File: src/design/lrc_pkg.sv
`timescale 1ns / 1ps

package lrc_pkg;

  localparam int COORD_W = 13;
  localparam int ERR_W   = 16;
  localparam int DIM_W   = 11;
  localparam int ADDR_W  = 20;
  localparam int CHAN_W  = 8;
  localparam int INDEX_W = 2;

  localparam int MAX_DIM_DEFAULT = 1024;

  localparam logic [DIM_W-1:0]  TARGET_DIM_RESET = 11'd256;
  localparam logic [CHAN_W-1:0] ALPHA_OPAQUE     = 8'd255;

  // Input command codes.
  localparam logic CMD_START = 1'b0;
  localparam logic CMD_TICK  = 1'b1;

  // Configuration register indexes.
  typedef enum logic [INDEX_W-1:0] {
    REG_TARGET_WIDTH  = 2'd0,
    REG_TARGET_HEIGHT = 2'd1,
    REG_MASK_MODE     = 2'd2
  } reg_index_t;

  typedef struct packed {
    logic [CHAN_W-1:0] alpha;
    logic [CHAN_W-1:0] blue;
    logic [CHAN_W-1:0] green;
    logic [CHAN_W-1:0] red;
  } colour_t;

  // One generated pixel, before clipping and addressing.
  typedef struct packed {
    logic signed [COORD_W-1:0] x;
    logic signed [COORD_W-1:0] y;
    logic                      last;
    colour_t                   colour;
  } pixel_t;

endpackage

File: src/design/lrc_stepper.sv
`timescale 1ns / 1ps

// Bresenham line state. A start transfer loads the line, each tick transfer
// on an active line produces the next pixel into the stage register.
module lrc_stepper (
  input  logic                                 clk,
  input  logic                                 rst,
  input  logic                                 in_accept,
  input  logic                                 command,
  input  logic signed [lrc_pkg::COORD_W-1:0]   x_start,
  input  logic signed [lrc_pkg::COORD_W-1:0]   y_start,
  input  logic signed [lrc_pkg::COORD_W-1:0]   x_stop,
  input  logic signed [lrc_pkg::COORD_W-1:0]   y_stop,
  input  logic [lrc_pkg::CHAN_W-1:0]           red_in,
  input  logic [lrc_pkg::CHAN_W-1:0]           green_in,
  input  logic [lrc_pkg::CHAN_W-1:0]           blue_in,
  input  logic [lrc_pkg::CHAN_W-1:0]           alpha_in,
  input  logic                                 pix_taken,
  output logic                                 pix_valid,
  output lrc_pkg::pixel_t                      pix
);

  localparam int CW = lrc_pkg::COORD_W;
  localparam int EW = lrc_pkg::ERR_W;

  // Control state.
  logic line_active;
  logic first_pending;

  // Line state, loaded on start.
  logic signed [CW-1:0] cur_x;
  logic signed [CW-1:0] cur_y;
  logic signed [CW-1:0] end_major;
  logic signed [EW-1:0] error_term;
  logic signed [EW-1:0] inc_keep;
  logic signed [EW-1:0] inc_step;
  logic                 x_major;
  logic                 minor_up;
  lrc_pkg::colour_t     line_colour;

  // Start decode.
  logic signed [CW:0]   dx;
  logic signed [CW:0]   dy;
  logic [CW:0]          dx_mag;
  logic [CW:0]          dy_mag;
  logic [CW-1:0]        abs_dx;
  logic [CW-1:0]        abs_dy;
  logic [EW-1:0]        two_dx;
  logic [EW-1:0]        two_dy;
  logic                 x_major_next;
  logic                 minor_up_next;
  logic                 fwd;
  logic signed [EW-1:0] error_next;
  logic signed [EW-1:0] inc_keep_next;
  logic signed [EW-1:0] inc_step_next;
  logic signed [CW-1:0] end_major_next;

  // Tick step.
  logic                 minor_step;
  logic signed [CW-1:0] minor_delta;
  logic signed [CW-1:0] adv_x;
  logic signed [CW-1:0] adv_y;
  logic signed [EW-1:0] adv_err;
  logic signed [CW-1:0] pix_x_next;
  logic signed [CW-1:0] pix_y_next;
  logic signed [EW-1:0] err_step_next;
  logic                 last_next;
  logic                 is_tick;

  always_comb begin
    dx     = {x_stop[CW-1], x_stop} - {x_start[CW-1], x_start};
    dy     = {y_stop[CW-1], y_stop} - {y_start[CW-1], y_start};
    dx_mag = dx[CW] ? (~dx + 1'b1) : dx;
    dy_mag = dy[CW] ? (~dy + 1'b1) : dy;
    abs_dx = dx_mag[CW-1:0];
    abs_dy = dy_mag[CW-1:0];
    two_dx = {{(EW-CW-1){1'b0}}, abs_dx, 1'b0};
    two_dy = {{(EW-CW-1){1'b0}}, abs_dy, 1'b0};

    minor_up_next = (dx[CW] && dy[CW]) ||
                    (!dx[CW] && (dx != '0) && !dy[CW] && (dy != '0));
    x_major_next  = (abs_dy <= abs_dx);

    if (x_major_next) begin
      fwd            = !dx[CW];
      error_next     = $signed(two_dy - EW'(abs_dx));
      inc_keep_next  = $signed(two_dy);
      inc_step_next  = $signed(two_dy - two_dx);
      end_major_next = fwd ? x_stop : x_start;
    end else begin
      fwd            = !dy[CW];
      error_next     = $signed(two_dx - EW'(abs_dy));
      inc_keep_next  = $signed(two_dx);
      inc_step_next  = $signed(two_dx - two_dy);
      end_major_next = fwd ? y_stop : y_start;
    end
  end

  // One Bresenham step. The minor axis moves unless err < 0 (X-major) or
  // err <= 0 (Y-major).
  always_comb begin
    minor_step  = x_major ? !error_term[EW-1]
                          : (!error_term[EW-1] && (error_term != '0));
    minor_delta = minor_up ? 13'sd1 : -13'sd1;
    adv_err     = error_term + (minor_step ? inc_step : inc_keep);
    if (x_major) begin
      adv_x = cur_x + 13'sd1;
      adv_y = minor_step ? (cur_y + minor_delta) : cur_y;
    end else begin
      adv_x = minor_step ? (cur_x + minor_delta) : cur_x;
      adv_y = cur_y + 13'sd1;
    end

    pix_x_next    = first_pending ? cur_x : adv_x;
    pix_y_next    = first_pending ? cur_y : adv_y;
    err_step_next = first_pending ? error_term : adv_err;
    last_next     = x_major ? (pix_x_next >= end_major) : (pix_y_next >= end_major);
    is_tick       = (command == lrc_pkg::CMD_TICK);
  end

  always_ff @(posedge clk) begin
    if (rst) begin
      line_active   <= 1'b0;
      first_pending <= 1'b0;
      pix_valid     <= 1'b0;
    end else if (in_accept) begin
      if (!is_tick) begin
        line_active   <= 1'b1;
        first_pending <= 1'b1;
        pix_valid     <= 1'b0;
        x_major       <= x_major_next;
        minor_up      <= minor_up_next;
        error_term    <= error_next;
        inc_keep      <= inc_keep_next;
        inc_step      <= inc_step_next;
        end_major     <= end_major_next;
        cur_x         <= fwd ? x_start : x_stop;
        cur_y         <= fwd ? y_start : y_stop;
        line_colour   <= '{alpha: alpha_in, blue: blue_in, green: green_in, red: red_in};
      end else if (line_active) begin
        first_pending <= 1'b0;
        line_active   <= !last_next;
        cur_x         <= pix_x_next;
        cur_y         <= pix_y_next;
        error_term    <= err_step_next;
        pix_valid     <= 1'b1;
        pix           <= '{x: pix_x_next, y: pix_y_next, last: last_next,
                           colour: line_colour};
      end else begin
        pix_valid <= 1'b0;
      end
    end else if (pix_taken) begin
      pix_valid <= 1'b0;
    end
  end

endmodule

File: src/design/lrc_pixel_out.sv
`timescale 1ns / 1ps

// Clipping, mask test and framebuffer address, into the output register.
module lrc_pixel_out #(
  parameter int MAX_DIM = lrc_pkg::MAX_DIM_DEFAULT
) (
  input  logic                                 clk,
  input  logic                                 rst,
  input  logic                                 pix_valid,
  input  lrc_pkg::pixel_t                      pix,
  input  logic [lrc_pkg::DIM_W-1:0]            target_width,
  input  logic [lrc_pkg::DIM_W-1:0]            target_height,
  input  logic                                 mask_mode,
  output logic                                 pix_taken,
  input  logic                                 out_stall,
  output logic                                 out_valid,
  output logic                                 pixel_write,
  output logic signed [lrc_pkg::COORD_W-1:0]   pixel_x,
  output logic signed [lrc_pkg::COORD_W-1:0]   pixel_y,
  output logic [lrc_pkg::ADDR_W-1:0]           pixel_address,
  output logic                                 last_pixel,
  output logic [lrc_pkg::CHAN_W-1:0]           red_out,
  output logic [lrc_pkg::CHAN_W-1:0]           green_out,
  output logic [lrc_pkg::CHAN_W-1:0]           blue_out,
  output logic [lrc_pkg::CHAN_W-1:0]           alpha_out
);

  localparam int CW = lrc_pkg::COORD_W;
  localparam int DW = lrc_pkg::DIM_W;
  localparam int PW = 2 * DW;
  localparam logic [CW-1:0] MaxDimV = CW'(MAX_DIM);

  logic          out_load;
  logic [DW-1:0] clip_w;
  logic [DW-1:0] clip_h;
  logic          in_target;
  logic          write_ok;
  logic [PW-1:0] row_base;
  logic [PW-1:0] addr_full;

  always_comb begin
    // Target sizes above the supported maximum saturate to it.
    clip_w = ({{(CW-DW){1'b0}}, target_width}  > MaxDimV) ? MaxDimV[DW-1:0] : target_width;
    clip_h = ({{(CW-DW){1'b0}}, target_height} > MaxDimV) ? MaxDimV[DW-1:0] : target_height;

    in_target = !pix.x[CW-1] && !pix.y[CW-1] &&
                ({1'b0, pix.x[CW-2:0]} < {{(CW-DW){1'b0}}, clip_w}) &&
                ({1'b0, pix.y[CW-2:0]} < {{(CW-DW){1'b0}}, clip_h});
    write_ok = in_target && (!mask_mode || (pix.colour.alpha == lrc_pkg::ALPHA_OPAQUE));

    // Inside the target both coordinates fit the dimension width.
    row_base  = PW'(pix.y[DW-1:0]) * PW'(clip_w);
    addr_full = row_base + PW'(pix.x[DW-1:0]);

    out_load  = !out_valid || !out_stall;
    pix_taken = pix_valid && out_load;
  end

  always_ff @(posedge clk) begin
    if (rst) begin
      out_valid <= 1'b0;
    end else if (out_load) begin
      out_valid     <= pix_valid;
      pixel_write   <= write_ok;
      pixel_x       <= pix.x;
      pixel_y       <= pix.y;
      pixel_address <= write_ok ? addr_full[lrc_pkg::ADDR_W-1:0] : '0;
      last_pixel    <= pix.last;
      red_out       <= pix.colour.red;
      green_out     <= pix.colour.green;
      blue_out      <= pix.colour.blue;
      alpha_out     <= pix.colour.alpha;
    end
  end

endmodule

File: src/design/line_rasterizer_clipped.sv
`timescale 1ns / 1ps

// Clipped Bresenham line rasterizer.
// Input channel (in_valid / in_stall): command 0 starts a line from the two
// endpoints and the colour; command 1 is a tick that asks for the next pixel.
// A start and a tick on an idle block produce no output transfer. Each tick
// on an active line produces exactly one pixel on the output channel
// (out_valid / out_stall), the last one flagged by last_pixel.
// A tick's pixel is registered first in the step register and then in the
// output register. Throughput is one item per clock while the receiver does
// not stall; each pixel costs one add and compare in the stepper and one 11x11
// multiply for the address in the output stage.
// Pixels outside the target come out with pixel_write low and address zero.
// Configuration: write_enable, register_index and write_data set the target
// width, target height and mask mode; write them only while the block is idle.
// Reset (rst, synchronous) empties both stages, drops any line in progress
// and sets the target to 256 x 256 with mask mode off.
// When the receiver stalls, the output register holds its pixel; the step
// register still fills, and in_stall rises once both stages hold a pixel.
module line_rasterizer_clipped #(
  parameter int MAX_DIM = lrc_pkg::MAX_DIM_DEFAULT
) (
  input  logic                                 clk,
  input  logic                                 rst,
  // Configuration write port.
  input  logic                                 write_enable,
  input  logic [lrc_pkg::INDEX_W-1:0]          register_index,
  input  logic [lrc_pkg::DIM_W-1:0]            write_data,
  // Input channel.
  input  logic                                 in_valid,
  output logic                                 in_stall,
  input  logic                                 command,
  input  logic signed [lrc_pkg::COORD_W-1:0]   x_start,
  input  logic signed [lrc_pkg::COORD_W-1:0]   y_start,
  input  logic signed [lrc_pkg::COORD_W-1:0]   x_stop,
  input  logic signed [lrc_pkg::COORD_W-1:0]   y_stop,
  input  logic [lrc_pkg::CHAN_W-1:0]           red_in,
  input  logic [lrc_pkg::CHAN_W-1:0]           green_in,
  input  logic [lrc_pkg::CHAN_W-1:0]           blue_in,
  input  logic [lrc_pkg::CHAN_W-1:0]           alpha_in,
  // Output channel.
  output logic                                 out_valid,
  input  logic                                 out_stall,
  output logic                                 pixel_write,
  output logic signed [lrc_pkg::COORD_W-1:0]   pixel_x,
  output logic signed [lrc_pkg::COORD_W-1:0]   pixel_y,
  output logic [lrc_pkg::ADDR_W-1:0]           pixel_address,
  output logic                                 last_pixel,
  output logic [lrc_pkg::CHAN_W-1:0]           red_out,
  output logic [lrc_pkg::CHAN_W-1:0]           green_out,
  output logic [lrc_pkg::CHAN_W-1:0]           blue_out,
  output logic [lrc_pkg::CHAN_W-1:0]           alpha_out
);

  // Configuration registers.
  logic [lrc_pkg::DIM_W-1:0] target_width;
  logic [lrc_pkg::DIM_W-1:0] target_height;
  logic                      mask_mode;

  // Step register between the stepper and the output stage.
  logic            pix_valid;
  logic            pix_taken;
  lrc_pkg::pixel_t pix;
  logic            in_accept;

  always_ff @(posedge clk) begin
    if (rst) begin
      target_width  <= lrc_pkg::TARGET_DIM_RESET;
      target_height <= lrc_pkg::TARGET_DIM_RESET;
      mask_mode     <= 1'b0;
    end else if (write_enable) begin
      unique case (register_index)
        lrc_pkg::REG_TARGET_WIDTH:  target_width  <= write_data;
        lrc_pkg::REG_TARGET_HEIGHT: target_height <= write_data;
        lrc_pkg::REG_MASK_MODE:     mask_mode     <= write_data[0];
        default: ;  // Writes to unused indexes are ignored.
      endcase
    end
  end

  // The step register can take a new item when it is empty or when its
  // pixel moves into the output register in the same cycle.
  assign in_stall  = pix_valid && !pix_taken;
  assign in_accept = in_valid && !in_stall;

  lrc_stepper u_stepper (
    .clk       (clk),
    .rst       (rst),
    .in_accept (in_accept),
    .command   (command),
    .x_start   (x_start),
    .y_start   (y_start),
    .x_stop    (x_stop),
    .y_stop    (y_stop),
    .red_in    (red_in),
    .green_in  (green_in),
    .blue_in   (blue_in),
    .alpha_in  (alpha_in),
    .pix_taken (pix_taken),
    .pix_valid (pix_valid),
    .pix       (pix)
  );

  lrc_pixel_out #(
    .MAX_DIM (MAX_DIM)
  ) u_pixel_out (
    .clk           (clk),
    .rst           (rst),
    .pix_valid     (pix_valid),
    .pix           (pix),
    .target_width  (target_width),
    .target_height (target_height),
    .mask_mode     (mask_mode),
    .pix_taken     (pix_taken),
    .out_stall     (out_stall),
    .out_valid     (out_valid),
    .pixel_write   (pixel_write),
    .pixel_x       (pixel_x),
    .pixel_y       (pixel_y),
    .pixel_address (pixel_address),
    .last_pixel    (last_pixel),
    .red_out       (red_out),
    .green_out     (green_out),
    .blue_out      (blue_out),
    .alpha_out     (alpha_out)
  );

endmodule

File: config.mk
export PLATFORM = sky130hd
export DESIGN_NAME = line_rasterizer_clipped
export DESIGN_NICKNAME = d
export VERILOG_FILES = /design/src/design/lrc_pkg.sv /design/src/design/lrc_stepper.sv /design/src/design/lrc_pixel_out.sv /design/src/design/line_rasterizer_clipped.sv
export SDC_FILE = /design/constraint.sdc
export NUM_CORES = 1
export LEC_CHECK = 0
export ABC_CLOCK_PERIOD_IN_PS = 7600
export BUFFER_PORTS_ARGS = -buffer_cell sky130_fd_sc_hd__buf_2
export CAP_MARGIN = 20
export CORE_MARGIN = 2
export CORE_UTILIZATION = 38
export DETAILED_ROUTE_END_ITERATION = 6
export PLACE_DENSITY = 0.66
export SYNTH_ARGS = -nofsm -noshare
export SYNTH_HDL_FRONTEND = slang
export SYNTH_SLANG_ARGS = --single-unit
File: constraint.sdc
create_clock -name clk -period 7.6 [get_ports clk]
set_input_delay 1.14 -clock clk [delete_from_list [all_inputs] [get_ports clk]]
set_output_delay 1.14 -clock clk [all_outputs]
set_load 0.03 [all_outputs]
# == Word-level counts from Yosys, hierarchy flattened ==
# Cells that the tools add are included.
# Widths: inputs -> output; s select.
# totals
out_inout_bits,82
inputBits,103
register_bits,287
elab_cells,144
# op_classes
magnitude_cmp,7
mul,1
reduce_logical,40
n_mux,38
bitwise_logic,4
add_sub_neg,14
eq_ne,5
# op_table
operator,count
$mux 13,18
$mux 16,6
$sub 14x13->15,2
$sub 14x14->15,2
$reduce_bool 14->1,2
$sub 13x13->14,2
$add 13x1->13 const B,2
$add 13x13->13,2
$add 13x2->13 const B,2
$ge 13x13->1,2
$not 13->13,2
$lt 12x11->1,2
$gt 11x11->1 const B,2
$mux 11,2
$add 20x11->20,1
$mul 11x11->20,1
$add 16x16->16,1
$reduce_bool 16->1,1
$mux 14,1
$le 13x13->1,1
$logic_and 1x1->1,12
$logic_not 1->1,11
$mux 1,11
$reduce_and 2->1,5
11 further kinds,16

# == Depth between registers and ports, before layout ==
# depth
depth_word,11
mapped_depth,27
depth_no_buf,24

# == Hierarchy ==
# Synthesis repeated with hierarchy kept, for this count alone.
# unflattened
hier_cells,2253
hier_area_um2,22515.3
# by_module_without_submodules
module,instances,seq_area_each_um2,cells_per_inst,area_each_um2
lrc_stepper,1,5315.1,1475,14209.9
lrc_pixel_out,1,2422.3,688,7338.3
line_rasterizer_clipped,1,460.4,90,967.2

# == Worst setup path after synthesis ==
# No wires, ideal clock.
# synth_path
kind,input to register
startpoint,input command
endpoint,register u_stepper.end_major[0] (enable)
setup_time_ns,0.597
stages,3
t_required_ns,7.003
setup_slack_ns,0.391
n_path_buf,2
arrival_time_ns,6.612
cell_sequence,clkbuf_1 -> buf_1 -> nor3_1
# synth_via
elab_chain_len,2
# synth_rtl
element,line_no,text
"start, declared",line_rasterizer_clipped.sv:32,"input logic command,"
$not 1->1 (no line),-,
$reduce_and 3->1 (no line),-,
"end signal, assigned",lrc_stepper.sv:136,end_major <= end_major_next;
"end, declared",lrc_stepper.sv:33,logic signed [CW-1:0] end_major;
# No other way between the ends.
# A chain may end at the register's enable or synchronous reset.

# == Worst setup path in the final report ==
# layout_path
startpoint,input y_start[1] (netlist name)
endpoint,register u_stepper.inc_step[12] (data pin)
# layout_via
elab_chain_len,6
word_cells_on_any_way,8
cone_classes,add/sub (4); order compare (1); mux (2); bitwise (1)
# layout_rtl
element,line_no,text
"start, declared",line_rasterizer_clipped.sv:34,"input logic signed [lrc_pkg::COORD_W-1:0] y_start,"
$sub 13x13->14 *,lrc_stepper.sv:72,"dy = {y_stop[CW-1], y_stop} - {y_start[CW-1], y_start};"
$not 13->13,lrc_stepper.sv:74,dy_mag = dy[CW] ? (~dy + 1'b1) : dy;
$add 13x1->13,lrc_stepper.sv:74,
$mux 13 *,lrc_stepper.sv:74,
"$sub 14x14->15, or another cell as far along",lrc_stepper.sv:94,inc_step_next = $signed(two_dx - two_dy);
$mux 16 *,lrc_stepper.sv:84,if (x_major_next) begin
named net u_stepper.inc_step_next[12],lrc_stepper.sv:55,logic signed [EW-1:0] inc_step_next;
"end signal, assigned",lrc_stepper.sv:135,inc_step <= inc_step_next;
"end, declared",lrc_stepper.sv:36,logic signed [EW-1:0] inc_step;
# Mark *: on every way through the listed nets, which the timed path passes. The rest lies on a longest branch.

==> metrics.md <==
| Metric | Value |
|---|---|
| Layout fillers | `5457` |
| DRT Wirelength | `59.6 mm` |
| Clock Skew | `0.0138 ns` |
| Total vias in the final route | `17000` |
| Adder-cell share of the synthesized area | `21.0%` |
| Core ar. | `0.0576 mm²` |
| Final setup viols | `0` |
| Placement Setup Slack | `0.432 ns` |
| Unrepaired setup endpoints after global routing | `no` |
| Leading cell type in the layout, fill and taps excluded | `inv_1` |
| Clock Tree Root | `clkbuf_16` |
| Port-buffer cells | `184` |
| CP required | `7.94 ns` |
| Initial core utilization | `38.4%` |
| Height of the die | `245 µm` |
| WHS | `0.414 ns` |
| Initial drt markers | `1053` |
| Share of cells above drive strength 1 | `13.6%` |
| Register bit total from synthesis | `282` |
| CP arrival | `6.99 ns` |
| Hold buffer count at CTS | `0` |
| Vias in the first global route | `16800` |
| Worst slew pin tran | `0.978 ns` |
| Placed Instance Area | `0.0240 mm²` |
| FFs w/ async S/R, synth | `0%` |
| ANT nets after route | `0` |
| DIE AREA | `0.0602 mm²` |
| Nets | `2837` |
| Max-Cap Viols | `0` |
| Design area | `0.0250 mm²` |
| Maximum vdd drop | `0.138 mV` |
| # DRC | `0` |
| Layout area overhead | `13.2%` |
| Startpoint Class | `input pin` |
| Area of the multi-input gates | `0.0127 mm²` |
| Leakage | `10.9 nW` |
| Num rows | `88` |
| Die Wd | `245 µm` |
| Cell Area, Synth | `0.0221 mm²` |
| CP endpoint kind | `flip-flop` |
| Clk sinks | `282` |
| GRT Total Usage | `19.4%` |
| PnR worst setup slack | `0.948 ns` |
| Commonest cells after routing, fill and taps aside | `256 x inv_1, 255 x edfxtp_1, 213 x ha_1` |
| # IOs | `185` |
| Mean Syn Cell Area | `9.86 µm²` |
| Slew headroom | `34.7%` |
| Hold crit path type | `flip-flop to flip-flop` |
| Total power | `6.81 mW` |
| Main combinational cell family by area after synthesis | `adder cells` |
| TritonRoute pass-1 iters | `5` |
| FF+latch area | `0.00820 mm²` |
| Fin crit period | `6.65 ns` |
| Final Hold Violating Endpoints | `0` |
| Syn_nets | `2659` |
| Post-synthesis mux area share | `2.65%` |
| Vias/cell | `5.28` |
| Initial antenna violation count | `3` |
| Unique masters post-synth | `90` |
| Layout Cells excl Fill | `3212` |
| Setup TNS | `0 ns` |
| Final Cycle Share | `87.5%` |
| Pin count of the biggest net entering global routing | `81` |
| Clock buffer depth | `3` |
| First-pass GRT wire length | `92.2 mm` |
| # placed instances | `3153` |
| Post-CTS Resized | `0` |
| GP Congestion | `0.926` |
| Synth Area in Simple Gates | `14.2%` |
| Pins over their slew limit | `0` |
| Sequential area share after synthesis | `37.1%` |
| Post-synth EDFFs | `255` |
| Syn. warnings | `0` |
| Later-pin clock latency in the skew report | `0.59 ns` |
| Type of the worst setup path | `input pin to flip-flop` |
| Post-Route Utilization | `43.5%` |
| Commonest register cell after synthesis | `edfxtp_1` |
| H-tree levels | `1` |
| Pwr dens | `272 mW/mm²` |
| Compound-Gate Fraction of Synth Area | `14.2%` |
| Grt total ovfl | `0` |
| CP Max Fanout | `34` |
| Detailed Place HPWL | `46.9 mm` |
| Number of inserted diodes | `0` |
| Routed len/inst | `18.5 µm` |
| CTS tree | `built` |
| Setup bufs post-CTS | `0` |
| Reg clk slew, reported paths | `0.06 ns` |
| Fmax | `0.150 GHz` |
| Num CTS Buffers | `31` |
| Run status | `finished, final reports clean` |
| Synth Instances | `2244` |
| Post-Synth XOR/XNOR Area | `5.06%` |
-- sequential cells by signal, summed over array words and instances, names as in the netlist, 8 cells and up --
name,count
u_stepper.inc_step,14
u_stepper.cur_x,13
u_pixel_out.blue_out,8
u_pixel_out.pixel_address,20
u_pixel_out.red_out,8
u_stepper.inc_keep,13
u_stepper.error_term,16
target_width,11
u_stepper.pix,59
u_pixel_out.pixel_x,13
u_pixel_out.green_out,8
u_stepper.cur_y,13
u_stepper.line_colour,32
u_pixel_out.alpha_out,8
u_stepper.end_major,13
u_pixel_out.pixel_y,13
target_height,11
-- critical path, stage by stage --
cell,delay [ns]
buf_2,0.12
inv_1,0.06
ha_1,0.28
nor2b_1,0.14
o31ai_1,0.46
a21oi_1,0.18
a2111o_1,0.44
a32oi_1,0.35
and2_1,0.20
a21oi_1,0.08
xor2_1,0.44
inv_1,0.15
ha_1,0.43
nand2_1,0.16
nor3_4,0.28
nand3_2,0.12
o211a_4,0.31
nor2_8,0.14
buf_4,0.36
mux2_2,0.43
a2111oi_2,0.29
o41ai_1,0.15
a21boi_1,0.18
xnor2_1,0.07
-- routing by layer --
| layer | wire, µm | track usage, % | vias up |
|---|---|---|---|
| met5 | 10 | 0 | - |
| met4 | 1660 | 5.97 | 2 |
| met3 | 3340 | 2.53 | 92 |
| met2 | 27700 | 32.0 | 495 |
| met1 | 26900 | 26.6 | 8148 |
| li1 | - | - | 8237 |
-- cell families after synthesis --
family                   count (synthesis)
adder cells (fa/ha/maj)                312
multiplexers                            56
flip-flops                             282
XOR/XNOR                               126
buffers and inverters                  336
AO/OA/AOI/OAI                          485
AND/OR/NAND/NOR                        647
-- power breakdown --
part           leakage [nW]  internal [mW]  total, mW  switching, mW
Sequential             2.61           1.91       1.97         0.0594
Combinational          7.76           1.32       3.34           2.01
Clock                 0.497          0.844       1.50          0.657
-- cell usage after synthesis, types with 37 or more instances --
master | number | share of area, %
xor2_1 | 51 | 2.0
a21oi_1 | 179 | 4.1
and2_1 | 55 | 1.6
nor3_1 | 41 | 0.93
inv_1 | 256 | 4.3
mux2i_1 | 38 | 1.7
o21ai_0 | 77 | 1.7
nand2_1 | 169 | 2.9
edfxtp_1 | 255 | 35
clkbuf_1 | 51 | 0.87
fa_1 | 99 | 9.0
a21o_1 | 37 | 1.3
ha_1 | 213 | 12
nor2_1 | 194 | 3.3
xnor2_1 | 73 | 2.9
-- final timing paths --
check | startpoint | endpoint | slack, ns | depth (start not counted)
setup / recovery | y_start[1] | u_stepper.inc_step[12] | 0.95 | 24
hold reg to reg | u_stepper.pix[7] | u_pixel_out.red_out[7] | 0.41 | 0
hold / removal | u_stepper.pix[7] | u_pixel_out.red_out[7] | 0.41 | 0
setup reg to reg | target_width[10] | u_pixel_out.pixel_address[18] | 1.27 | 19
-- area by class of cell --
type,instances,share of cell area [%]
multi-input combinational,1626,50.6
timing repair buffer,221,4.87
clock inverter,18,0.485
inverter,260,3.90
tap,765,3.82
clock buffer,40,3.61
sequential,282,32.7
(Power assumes the default switching activity.)
